File: src/hw/rtl/uapq_pkg.sv
// Shared types, constants and codes for the unsorted array priority queue.
`default_nettype none
package uapq_pkg;

  localparam int CAPACITY = 16;
  localparam int IDX_W    = $clog2(CAPACITY);
  localparam int CNT_W    = $clog2(CAPACITY + 1);

  localparam logic [1:0] CMD_PUSH  = 2'd0;
  localparam logic [1:0] CMD_POP   = 2'd1;
  localparam logic [1:0] CMD_CLEAR = 2'd2;

  localparam logic [1:0] ST_OK    = 2'd0;
  localparam logic [1:0] ST_FULL  = 2'd1;
  localparam logic [1:0] ST_EMPTY = 2'd2;

  typedef struct packed {
    logic [1:0]         cmd;
    logic signed [31:0] push_value;
    logic signed [15:0] push_priority;
  } in_word_t;

  typedef struct packed {
    logic signed [31:0] popped_value;
    logic [1:0]         status;
    logic [4:0]         entry_count;
  } out_word_t;

  typedef struct packed {
    logic signed [15:0] prio;
    logic signed [31:0] val;
  } entry_t;

  // Commands from the controller to the datapath.
  typedef struct packed {
    logic load;
    logic scan;
    logic shift_rd;
    logic shift_wr;
    logic pop_finish;
  } ctl_cmd_t;

  // Status from the datapath to the controller.
  typedef struct packed {
    logic pop_go;
    logic scan_last;
    logic shift_more;
  } dp_sts_t;

endpackage
`default_nettype wire

File: src/hw/rtl/uapq_dp.sv
// Datapath: entry memory, fill count, scan and shift registers, result register.
`default_nettype none
module uapq_dp (
  input  wire logic              clk,
  input  wire logic              rst_n,
  input  wire uapq_pkg::in_word_t in_data,
  input  wire uapq_pkg::ctl_cmd_t cmd,
  output uapq_pkg::dp_sts_t       sts,
  output uapq_pkg::out_word_t     out_data
);

  uapq_pkg::entry_t mem [uapq_pkg::CAPACITY];
  uapq_pkg::entry_t rdata_r;

  logic [uapq_pkg::CNT_W-1:0] count_r, count_nxt;
  logic [uapq_pkg::IDX_W-1:0] cmp_idx_r, cmp_idx_nxt;
  logic [uapq_pkg::IDX_W-1:0] sh_idx_r, sh_idx_nxt;
  logic [uapq_pkg::IDX_W-1:0] best_idx_r, best_idx_nxt;
  logic signed [15:0]         best_prio_r, best_prio_nxt;
  logic signed [31:0]         best_val_r, best_val_nxt;
  uapq_pkg::out_word_t        out_r, out_nxt;
  logic                       out_load;

  logic                       rd_en, we;
  logic [uapq_pkg::IDX_W-1:0] raddr, waddr;
  uapq_pkg::entry_t           wdata;
  logic                       full, empty, take_best;

  assign full  = (count_r == uapq_pkg::CNT_W'(uapq_pkg::CAPACITY));
  assign empty = (count_r == '0);

  assign sts.pop_go     = (in_data.cmd == uapq_pkg::CMD_POP) && !empty;
  assign sts.scan_last  = (uapq_pkg::CNT_W'(cmp_idx_r) + 1'b1) == count_r;
  assign sts.shift_more = (uapq_pkg::CNT_W'(sh_idx_r) + 1'b1) < count_r;

  // The first entry read always becomes the candidate; later ones replace it
  // only with a strictly larger priority, so the earliest of equals wins.
  assign take_best = (cmp_idx_r == '0) || (rdata_r.prio > best_prio_r);

  always_comb begin
    count_nxt     = count_r;
    cmp_idx_nxt   = cmp_idx_r;
    sh_idx_nxt    = sh_idx_r;
    best_idx_nxt  = best_idx_r;
    best_prio_nxt = best_prio_r;
    best_val_nxt  = best_val_r;
    out_nxt       = out_r;
    out_load      = 1'b0;
    rd_en         = 1'b0;
    raddr         = '0;
    we            = 1'b0;
    waddr         = count_r[uapq_pkg::IDX_W-1:0];
    wdata.prio    = in_data.push_priority;
    wdata.val     = in_data.push_value;

    if (cmd.load) begin
      out_nxt.popped_value = '0;
      out_nxt.status       = uapq_pkg::ST_OK;
      out_load             = 1'b1;
      unique case (in_data.cmd)
        uapq_pkg::CMD_PUSH: begin
          if (full) begin
            out_nxt.status = uapq_pkg::ST_FULL;
          end else begin
            we        = 1'b1;
            count_nxt = count_r + 1'b1;
          end
        end
        uapq_pkg::CMD_POP: begin
          if (empty) begin
            out_nxt.status = uapq_pkg::ST_EMPTY;
          end else begin
            out_load    = 1'b0;
            rd_en       = 1'b1;
            raddr       = '0;
            cmp_idx_nxt = '0;
          end
        end
        uapq_pkg::CMD_CLEAR: begin
          count_nxt = '0;
        end
        default: begin
        end
      endcase
      out_nxt.entry_count = 5'(count_nxt);
    end

    if (cmd.scan) begin
      if (take_best) begin
        best_idx_nxt  = cmp_idx_r;
        best_prio_nxt = rdata_r.prio;
        best_val_nxt  = rdata_r.val;
      end
      if (sts.scan_last) begin
        sh_idx_nxt = best_idx_nxt;
      end else begin
        rd_en       = 1'b1;
        raddr       = cmp_idx_r + 1'b1;
        cmp_idx_nxt = cmp_idx_r + 1'b1;
      end
    end

    if (cmd.shift_rd) begin
      rd_en = 1'b1;
      raddr = sh_idx_r + 1'b1;
    end

    if (cmd.shift_wr) begin
      we         = 1'b1;
      waddr      = sh_idx_r;
      wdata      = rdata_r;
      sh_idx_nxt = sh_idx_r + 1'b1;
    end

    if (cmd.pop_finish) begin
      count_nxt            = count_r - 1'b1;
      out_nxt.popped_value = best_val_r;
      out_nxt.status       = uapq_pkg::ST_OK;
      out_nxt.entry_count  = 5'(count_nxt);
      out_load             = 1'b1;
    end
  end

  always_ff @(posedge clk) begin
    if (!rst_n) begin
      count_r <= '0;
    end else begin
      count_r <= count_nxt;
    end
  end

  always_ff @(posedge clk) begin
    cmp_idx_r   <= cmp_idx_nxt;
    sh_idx_r    <= sh_idx_nxt;
    best_idx_r  <= best_idx_nxt;
    best_prio_r <= best_prio_nxt;
    best_val_r  <= best_val_nxt;
    if (out_load) begin
      out_r <= out_nxt;
    end
  end

  always_ff @(posedge clk) begin
    if (we) begin
      mem[waddr] <= wdata;
    end
    if (rd_en) begin
      rdata_r <= mem[raddr];
    end
  end

  assign out_data = out_r;

endmodule
`default_nettype wire

File: src/hw/rtl/uapq_ctrl.sv
// Controller: sequences scan and shift for a pop and owns the handshakes.
`default_nettype none
module uapq_ctrl (
  input  wire logic              clk,
  input  wire logic              rst_n,
  input  wire logic              in_valid,
  output logic                   in_ready,
  output logic                   out_valid,
  input  wire logic              out_ready,
  input  wire uapq_pkg::dp_sts_t sts,
  output uapq_pkg::ctl_cmd_t     cmd
);

  localparam logic [1:0] S_IDLE = 2'd0;
  localparam logic [1:0] S_SCAN = 2'd1;
  localparam logic [1:0] S_SHRD = 2'd2;
  localparam logic [1:0] S_SHWR = 2'd3;

  logic [1:0] state_r, state_nxt;
  logic       out_valid_r, out_valid_nxt;

  // A new word may enter in the cycle its predecessor's result is taken.
  assign in_ready  = (state_r == S_IDLE) && (!out_valid_r || out_ready);
  assign out_valid = out_valid_r;

  always_comb begin
    state_nxt     = state_r;
    out_valid_nxt = out_valid_r && !out_ready;
    cmd           = '0;
    unique case (state_r)
      S_IDLE: begin
        if (in_valid && in_ready) begin
          cmd.load = 1'b1;
          if (sts.pop_go) begin
            state_nxt = S_SCAN;
          end else begin
            out_valid_nxt = 1'b1;
          end
        end
      end
      S_SCAN: begin
        cmd.scan = 1'b1;
        if (sts.scan_last) begin
          state_nxt = S_SHRD;
        end
      end
      S_SHRD: begin
        if (sts.shift_more) begin
          cmd.shift_rd = 1'b1;
          state_nxt    = S_SHWR;
        end else begin
          cmd.pop_finish = 1'b1;
          out_valid_nxt  = 1'b1;
          state_nxt      = S_IDLE;
        end
      end
      S_SHWR: begin
        cmd.shift_wr = 1'b1;
        state_nxt    = S_SHRD;
      end
      default: begin
        state_nxt = S_IDLE;
      end
    endcase
  end

  always_ff @(posedge clk) begin
    if (!rst_n) begin
      state_r     <= S_IDLE;
      out_valid_r <= 1'b0;
    end else begin
      state_r     <= state_nxt;
      out_valid_r <= out_valid_nxt;
    end
  end

endmodule
`default_nettype wire

File: src/hw/rtl/unsorted_array_priority_queue_top.sv
// Top level of the unsorted array priority queue.
// Bounded priority queue of uapq_pkg::CAPACITY entries kept in arrival order in a
// single-port entry memory with registered read. Each word in gives one word out.
// Push, clear, the unused command code and refused commands (push when full, pop
// when empty) have their result registered at acceptance. A pop of a queue holding
// n entries, whose winner sits at index b, first scans all n entries with one
// memory read per entry, then moves the n-1-b entries above the winner down to
// close the gap with one read and one write per entry moved, and then registers its
// result. A new word may be taken in the cycle the previous result is taken.
`default_nettype none
module unsorted_array_priority_queue_top (
  input  wire logic               clk,
  input  wire logic               rst_n,
  input  wire logic               in_valid,
  output logic                    in_ready,
  input  wire uapq_pkg::in_word_t in_data,
  output logic                    out_valid,
  input  wire logic               out_ready,
  output uapq_pkg::out_word_t     out_data
);

  uapq_pkg::ctl_cmd_t cmd;
  uapq_pkg::dp_sts_t  sts;

  uapq_ctrl u_ctrl (
    .clk       (clk),
    .rst_n     (rst_n),
    .in_valid  (in_valid),
    .in_ready  (in_ready),
    .out_valid (out_valid),
    .out_ready (out_ready),
    .sts       (sts),
    .cmd       (cmd)
  );

  uapq_dp u_dp (
    .clk      (clk),
    .rst_n    (rst_n),
    .in_data  (in_data),
    .cmd      (cmd),
    .sts      (sts),
    .out_data (out_data)
  );

endmodule
`default_nettype wire

File: config.mk
export PLATFORM = sky130hd
export DESIGN_NAME = unsorted_array_priority_queue_top
export DESIGN_NICKNAME = d
export VERILOG_FILES = /design/src/hw/rtl/uapq_pkg.sv /design/src/hw/rtl/uapq_dp.sv /design/src/hw/rtl/uapq_ctrl.sv /design/src/hw/rtl/unsorted_array_priority_queue_top.sv
export SDC_FILE = /design/constraint.sdc
export NUM_CORES = 1
export LEC_CHECK = 0
export BUFFER_PORTS_ARGS = -buffer_cell sky130_fd_sc_hd__buf_2
export CAP_MARGIN = 10
export CORE_AREA = 3 3 264 266
export DETAILED_ROUTE_END_ITERATION = 12
export DIE_AREA = 0 0 267 269
export PLACE_DENSITY_LB_ADDON = 0.08
export SYNTH_ARGS = -nofsm -noshare
export SYNTH_HDL_FRONTEND = slang
export SYNTH_SLANG_ARGS = --single-unit
File: constraint.sdc
create_clock -name clk -period 4.56 [get_ports clk]
set_input_delay 0.912 -clock clk [delete_from_list [all_inputs] [get_ports clk]]
set_output_delay 0.912 -clock clk [all_outputs]
set_load 0.1 [all_outputs]
==> results.md <==
- Run status: completed
- Final setup viols: 0
- Total power draw: 19,200 uW
- M1 WL: 40,030 microns
- Share of layout cells above drive strength 1: 13.89%
- DR WL met2: 43,990 microns
- Worst-Margin Slew: 1.192 ns
- Die area: 71,820 sq um
- Wire length per cell: 25.27 microns
- Fin Clk Skew: 0.02058 ns
- Skew-Pair Late Insertion Delay: 0.64 ns
- Sw Ratio: 23.40%
- Slew Viols, Final: 0
- Reg2reg start: u_dp.sh_idx_r[0]
- RSZ-0062 raised after global routing: no
- Commonest non-fill, non-tap cells in the layout: edfxtp_1, nand2_1, nand3_1, a21oi_1, mux2i_1
- EDFF count, synth: 911
- Synthesized area: 37,120 sq um
- Total Wirelength: 91,720 microns
- Fmax: 235.0 MHz
- Final min period: 4.256 ns
- Core ar.: 67,280 sq um
- Sequential fraction of the synthesis area: 74.35%
- CTS Sinks: 923
- Vias: 21,970
- Max cap viols: 0
- CTS tree: built
- CP Capture Type: flip-flop
- Clock Power Share: 40.7%
- WHS Endpoint: u_dp.best_val_r[13]
- Initial antenna violation count: 0
- Final Hold Viols: 0
- Logic pwr share: 9.1%
- Worst setup SP type: flip-flop
- Synth warnings: 0
- Synth Area per Inst: 14.34 sq um
- Deepest clock path buffer count: 3
- Crit Path Category: reg -> reg
- Metal3 WL: 5613 microns
- CTS H-tree depth: 3
- Largest family of logic cells by synthesized area: simple AND/OR/NAND/NOR gates
- Commonest non-fill, non-tap cell in the layout: edfxtp_1
- Row count: 95
- P&R area growth vs syn: 13.44%
- Starting Density: 55.17%
- Crit path max fanout: 66
- Number of CTS-inserted buffers: 93
- Synth unique cells: 61
- Synth Register Bits: 923
- Slew HR: 19.69%
- Via/cell ratio: 6.053
- Global route overflow: 0
- FF-to-FF path depth: 12
- VDD IR max: 0.3493 mV
- N_diodes: 0
- Syn_nets: 2,668
- DRC: 0
- Fraction of registers with async set/reset: 0%
- ANT nets after route: 0
- Sum Neg Setup Slack: 0 ns
- Hold Path Stages: 0
- DRT iter0 DRCs: 2,321
- Pwr dens: 456.0 nW/um^2
- Nets@finish: 2,761
- Die width: 267 microns
- Compound-cell area share of the yosys netlist: 8.683%
- CP arrival: 4.64 ns
- First drt pass iteration count: 7
- Ys flop type: edfxtp_1
- Cts hold-fix bufs: 0
- Sequential Power Share: 50.2%
- DP HPWL: 46,510 microns
- Clk slew on worst S/H paths: 0.06 ns
- First-pass GRT wire length: 137,800 microns
- GRT Util Overall: 25.85%
- Worst reg-to-reg setup slack: 0.30 ns
- Post-Synth Simple-Gate Area: 10.38%
- Post-CTS setup buffers: 0
- Ports: 95
- Vias in the first global route: 21,790
- Internal Pwr Total: 14,710 uW
- Largest net degree at the start of global routing: 75
- Count of mapped cells out of synthesis: 2,589
- Top Metal Used: met4
- Post-synthesis mux area share: 2.710%
- Gp weighted congestion: 0.8171
- R2r endpoint: u_dp.rdata_r[27]
- Hold path start: u_dp.rdata_r[13]
- Chip height: 269 microns
- P_leak: 0.01424 uW
- Post-cts sizing count: 0
- PortBufs: 94
- Worst endpoint required time: 4.94 ns
- Period utilization: 93.33%
- Adder-cell share of the synthesized area: 0.8427%
- Psw: 4494 uW
- Root buf cell: clkbuf_16
- Min-Delay Path Class: reg -> reg
- Synth Area in XOR/XNOR: 0.2596%
-- synth_stat cells, types with 3 or more instances --
| library cell | instances | area, sq um |
|---|---|---|
| a221oi_2 | 20 | 300.3 |
| nand3_1 | 151 | 755.7 |
| nor2b_1 | 7 | 43.79 |
| a21oi_2 | 14 | 122.6 |
| nor2_1 | 42 | 157.7 |
| a31oi_1 | 54 | 337.8 |
| clkbuf_1 | 60 | 225.2 |
| xnor2_1 | 6 | 52.55 |
| o21a_1 | 4 | 30.03 |
| a211o_1 | 48 | 420.4 |
| buf_2 | 63 | 315.3 |
| and3_1 | 35 | 219.0 |
| a32o_1 | 49 | 490.5 |
| and2_1 | 3 | 18.77 |
| o21ai_1 | 4 | 20.02 |
| o211ai_1 | 4 | 30.03 |
| dfxtp_1 | 12 | 240.2 |
| a21o_1 | 5 | 37.54 |
| ha_1 | 25 | 312.8 |
| nand4_1 | 4 | 25.02 |
| xor2_1 | 5 | 43.79 |
| a221oi_1 | 33 | 289.0 |
| buf_1 | 9 | 33.78 |
| a21oi_1 | 97 | 485.5 |
| buf_6 | 23 | 259.0 |
| mux2_2 | 4 | 45.04 |
| mux2i_1 | 96 | 960.9 |
| o21ai_0 | 15 | 75.07 |
| buf_4 | 12 | 90.09 |
| nor3_1 | 11 | 55.05 |
| nand2_1 | 647 | 2429 |
| inv_1 | 29 | 108.9 |
| nor3b_1 | 5 | 37.54 |
| edfxtp_1 | 911 | 27360 |
| a22oi_1 | 48 | 360.4 |
-- layout make-up --
class | count | area (sq um)
flip-flops and latches | 923 | 27600
well taps | 873 | 1092
fillers | 4983 | 25170
clock inverters | 58 | 708.2
inverters | 29 | 108.9
clock buffers | 112 | 2420
multi-input cells | 1470 | 8678
repair buffers | 165 | 1504
-- power groups by stage --
stage / Combinational, uW / Sequential, uW / Clock, uW
finish: 1750 / 9650 / 7810
global route: 1880 / 9660 / 8290
CTS: 1750 / 9650 / 7930
detailed placement: 1740 / 9820 / 0
global placement: 1710 / 9820 / 0
floorplan: 1060 / 10100 / 0
-- stage by stage --
stage	setup slack [ns]	std cells	util, %	instance area (sq um)	hold slack [ns]
floorplan	0.3030	2589	-	37120	0.4262
global placement	0.3884	3460	57.94	38980	0.4355
detailed placement	0.3699	3460	57.94	38980	0.4436
CTS	0.3324	3630	62.59	42110	0.4587
global route	0.06812	3630	62.59	42110	0.4635
finish	0.3041	3630	62.59	42110	0.4583
-- worst max-delay path: stages, from the launching register on --
cell and delay, ns:
edfxtp_1 0.51, ha_1 0.28, xor2_1 0.43, ha_1 0.25, a21o_1 0.15, a311oi_2 0.06, or2_1 0.35, nand2b_2 0.14
nor2b_4 0.73, buf_12 0.38, nand3_1 0.15, a32o_1 0.28, a211o_1 0.26
-- sequential cells by signal, indices dropped and copies added (netlist names) --
signal	flops
u_dp.best_idx_r	4
u_ctrl.out_valid	1
u_dp.best_val_r	32
u_dp.mem	768
u_dp.out_data	39
u_dp.cmp_idx_r	4
u_dp.best_prio_r	16
u_ctrl.state_r	2
u_dp.rdata_r	48
u_dp.sh_idx_r	4
u_dp.count_r	5
-- cell families (layout without fill, tap and decap cells) --
group | after synthesis | count (layout)
flip-flops | 923 | 923
buffers and inverters | 196 | 364
AO/OA/AOI/OAI | 415 | 415
adder cells (fa/ha/maj) | 25 | 25
AND/OR/NAND/NOR | 919 | 919
XOR/XNOR | 11 | 11
multiplexers | 100 | 100
-- metal layers --
| metal | GRT usage [%] | vias to the layer above |
|---|---|---|
| li1 | - | 9960 |
| met1 | 36.55 | 11070 |
| met2 | 42.94 | 801 |
| met3 | 3.632 | 140 |
| met4 | 6.624 | 0 |
| met5 | 0 | - |
-- worst max-delay path by stage --
stage	from	endpoint	depth (start not counted)
floorplan	out_ready	u_dp.mem[6][0]	5
global placement	u_dp.sh_idx_r[0]	u_dp.rdata_r[32]	12
detailed placement	u_dp.sh_idx_r[0]	u_dp.rdata_r[25]	12
CTS	u_dp.sh_idx_r[0]	u_dp.rdata_r[27]	12
global route	u_dp.sh_idx_r[0]	u_dp.rdata_r[27]	12
finish	u_dp.sh_idx_r[0]	u_dp.rdata_r[27]	12
(Power assumes the default switching activity.)
